`config.mk`:
```
export PLATFORM = sky130hd
export DESIGN_NAME = mspm_sat_acc
export DESIGN_NICKNAME = d
export VERILOG_FILES = /design/src/rtl/core/mspm_pkg.sv /design/src/rtl/core/mspm_sat_acc.sv
export SDC_FILE = /design/constraint.sdc
export NUM_CORES = 1
export LEC_CHECK = 0
export ABC_AREA = 0
export BUFFER_PORTS_ARGS = -buffer_cell sky130_fd_sc_hd__buf_2
export CORE_MARGIN = 1
export CORE_UTILIZATION = 46
export DETAILED_ROUTE_END_ITERATION = 8
export PLACE_DENSITY = 0.7
export SLEW_MARGIN = 5
export SYNTH_ARGS = -nofsm -noshare
export SYNTH_HDL_FRONTEND = slang
export SYNTH_SLANG_ARGS = --single-unit
```
`constraint.sdc`:
```
create_clock -name clk -period 4.7 [get_ports clk]
set_input_delay 0.94 -clock clk [delete_from_list [all_inputs] [get_ports clk]]
set_output_delay 0.94 -clock clk [all_outputs]
set_load 0.005 [all_outputs]
```
`src/rtl/core/mspm_pkg.sv`:
```
// Shared constants, widths and pointer helpers for the multi-source PCM mixer.
package mspm_pkg;

  localparam int NUM_SOURCES = 8;
  localparam int FIFO_DEPTH  = 9600;
  localparam int FRAME_LEN   = 960;

  localparam int SAMPLE_W = 16;
  localparam int SRC_W    = 3;
  localparam int CFG_W    = 4;
  localparam int PTR_W    = $clog2(FIFO_DEPTH);
  localparam int CNT_W    = $clog2(FIFO_DEPTH + 1);
  localparam int SUM_W    = CNT_W + 1;
  localparam int ADDR_W   = $clog2(NUM_SOURCES * FIFO_DEPTH);
  localparam int IDX_W    = $clog2(NUM_SOURCES + 1);
  localparam int FPOS_W   = $clog2(FRAME_LEN);
  localparam int CMP_W    = 8;

  localparam logic REQ_PUSH = 1'b0;
  localparam logic REQ_PULL = 1'b1;

  typedef logic [PTR_W-1:0]  ptr_t;
  typedef logic [CNT_W-1:0]  cnt_t;
  typedef logic [ADDR_W-1:0] addr_t;

  function automatic ptr_t ptr_add(input ptr_t p, input cnt_t n);
    logic [SUM_W-1:0] s;
    s = SUM_W'(p) + SUM_W'(n);
    if (s >= SUM_W'(FIFO_DEPTH)) begin
      s = s - SUM_W'(FIFO_DEPTH);
    end
    return s[PTR_W-1:0];
  endfunction

  function automatic addr_t store_addr(input logic [SRC_W-1:0] s, input ptr_t p);
    return ADDR_W'(s) * ADDR_W'(FIFO_DEPTH) + ADDR_W'(p);
  endfunction

endpackage

```
`src/rtl/core/mspm_sat_acc.sv`:
```
// Shared saturating accumulator for the mix sum.
module mspm_sat_acc (
  input  logic                                  clk,
  input  logic                                  clear,
  input  logic                                  add_en,
  input  logic signed [mspm_pkg::SAMPLE_W-1:0]  din,
  output logic signed [mspm_pkg::SAMPLE_W-1:0]  acc
);
  import mspm_pkg::*;

  localparam logic signed [SAMPLE_W-1:0] PCM_MAX = {1'b0, {(SAMPLE_W-1){1'b1}}};
  localparam logic signed [SAMPLE_W-1:0] PCM_MIN = {1'b1, {(SAMPLE_W-1){1'b0}}};

  logic signed [SAMPLE_W:0]   sum;
  logic signed [SAMPLE_W-1:0] acc_next;

  assign sum = {acc[SAMPLE_W-1], acc} + {din[SAMPLE_W-1], din};

  always_comb begin
    if (sum[SAMPLE_W] != sum[SAMPLE_W-1]) begin
      acc_next = sum[SAMPLE_W] ? PCM_MIN : PCM_MAX;
    end else begin
      acc_next = sum[SAMPLE_W-1:0];
    end
  end

  always_ff @(posedge clk) begin
    if (clear) begin
      acc <= '0;
    end else if (add_en) begin
      acc <= acc_next;
    end
  end

endmodule

```
==> impl_metrics.ini <==
[worst_setup_path]
crit_slowest_cell = fa_1
path_class = in2reg
arrival_ps = 3410
critPathCaptureType = register
cp_common_cell = a21oi_1
worstSetupStartpointType = input pin
cp_num_buf_inv = 3
crit_family = compound AO/OA/AOI/OAI gates
rrSetupSlack_ps = 1840
max_stage_delay_ps = 390
crit_fanout = 9
crit_path_cell_trace = buf_2 -> ha_1 -> inv_1 -> fa_1 -> nand2b_1 -> a21oi_1 -> o21ai_1 -> o22ai_1 -> a21oi_1 -> buf_4 -> maj3_1 -> a211oi_1
crit_required_ps = 4910

[sta]
setup_viol = 0
maxSlewHeadroom = 0.4638
finalMaxSlewViolations = 0
period_minus_slack_ps = 3196
fin_crit_sh = 0.6800
rsz0062_at_grt = false
setup_tns_ps = 0
worst_pin_slew_ps = 800.3
fin_skew_ps = 3.536
hold_violations = 0
fmax_ghz = 0.3129

[yosys]
yosysWarnings = 0
synthAdderAreaFrac = 0.2636
synth_ff_type = dfxtp_1
syn_area_sq_mm = 0.001453
yosysMostFrequentCell = nor2_1
synth_cells = 171
ys_seq_area_frac = 0.2205
ys_types = 37
synthSimpleGateAreaFrac = 0.1421
synthTopCellsByArea = dfxtp_1, ha_1, a211oi_1, maj3_2, nor2_1
async_flop_share = 0
synth_top_area_frac = 0.2205
synth_xor_area_frac = 0.08958
synth_top_area_cell = dfxtp_1
ys_ff_latch = 16
synth_edf_count = 0
synth-compound-area-share = 0.2403
synth_top_family_by_area = adder cells
synth_nets = 207
synthMuxAreaShare = 0.006891
synthTopCellsByCount = nor2_1, a211oi_1, dfxtp_1, ha_1, a21oi_1
synth.avg_cell_area_sq_um = 8.495

[place]
io_buffer_count = 34
dpl.hpwl_um = 2466
gp_congestion = 0.8630

[finish]
multiInputGateArea_sq_mm = 0.001079
largest_register_ffs = 16
reg_top3 = acc x16
drive_gt1_frac = 0.2660
n_antenna_cell = 0
fin_util = 0.5570
nNetsFinal = 240
fillCellCount = 303
regArea_sq_um = 320.3
synthToLayoutAreaGrowth_pct = 16.11
top_register = acc

[detailed_routing]
drtIter0Drc = 52
wire_per_inst_um = 12.69
ant_nets = 0
drt-vias-per-instance = 5.304
drc = 0
vias = 1310
drt_pass1_iterations = 4
routed_wirelength_um = 3135

[global_route]
grt_util_all_layers = 0.1975
grt_pass1_wl_um = 5154
grt_pass1_vias = 1168
overflow = 0
grt_max_degree = 32
antenna_found_initial = 0

[clocking]
cts_buffer_depth = 2
numCtsBuffers = 3
cts-root-buf = clkbuf_4
insertion_delay_ps = 290
cts_setup_buffers = 0
path_clk_slew_ps = 100
clock-sinks = 16
cts_tree = built
cts_hold_buffers = 0
cts_htree_levels = 1
cts_resized = 0

[run_status]
status = completed

[floorplan]
fp.coreArea_sq_mm = 0.003028
initial_core_util = 0.4798
die_w_um = 58.20
rows = 20
io_pins = 35
die_h_um = 58.20
die-area_sq_mm = 0.003387

[power_and_ir_drop]
ir_worst_vdd_mv = 0.1911
p_per_area_mw_per_mm2 = 390.8
leakagePower_nw = 0.7502

[job]
maxCapViolCount = 0

[worst_hold_path]
min_path_type = reg2reg
-- report_power, final --
| group | total (mW) | internal (mW) | switching, mW |
|---|---|---|---|
| Sequential | 0.177 | 0.159 | 0.0175 |
| Clock | 0.0947 | 0.0472 | 0.0475 |
| Combinational | 0.388 | 0.183 | 0.204 |
-- layer usage --
metal  global-route usage  vias up  wire length, um
li1                     -      688                -
met1               0.2547      590             1509
met2               0.3300       26             1496
met3              0.02679        6               71
met4              0.08163        0               57
met5                    0        -                0
-- cells in the final DEF (no fill, tap or decap), types with 2 or more instances in the layout --
master     n
a211oi_1  17
a21o_1     3
a21oi_1   15
and2_1     2
buf_2     34
clkbuf_4   3
dfxtp_1   16
ha_1      16
inv_1      5
maj3_1     5
maj3_2    10
nand2_1    9
nand2b_1   3
nand3_1    3
nor2_1    22
nor2b_1    2
nor3_1     2
o211ai_2   2
o21ai_0    5
xnor2_1    6
xor2_1     7
-- logic make-up (layout without fill, tap and decap cells) --
group           Yosys count  after routing
buf+inv                  12             44
mux                       1              1
xor+xnor                 14             14
compound gates           50             50
flops                    16             16
simple gates             46             46
fa+ha+maj                32             32
-- path summary, 6_finish.rpt --
kind | start | to | cells after the start
worst max-delay path | din[0] | acc[5] | 12
worst min-delay path | acc[9] | acc[9] | 2
worst min register to register | acc[9] | acc[9] | 2
worst max register to register | acc[0] | acc[5] | 11
-- tightest hold or removal path, cell delays in order (launching register included) --
cell and delay, ps:
dfxtp_1 330, nor2_1 80, a211oi_1 50
-- area by class of cell --
cell class                      instances  share of cell area
Multi-Input combinational cell        143              0.6395
Sequential cell                        16              0.1899
Clock buffer                            4             0.02151
Timing Repair Buffer                   35              0.1053
Inverter                                5             0.01113
Tap cell                               44             0.03264
-- through the flow --
step / setup slack (ps) / total power, mW / hold slack, ps / instances / instance area, sq um
after floorplan: 1596 / 0.4858 / 493.5 / 171 / 1453
after global placement: 1270 / 0.5583 / 488.8 / 243 / 1650
after detailed placement: 1206 / 0.5660 / 494.5 / 243 / 1650
after CTS: 1508 / 0.6649 / 509.1 / 247 / 1687
after global routing: 1304 / 0.7127 / 529.9 / 247 / 1687
final: 1504 / 0.6591 / 509.2 / 247 / 1687
Power figures use the tool's default switching activity.
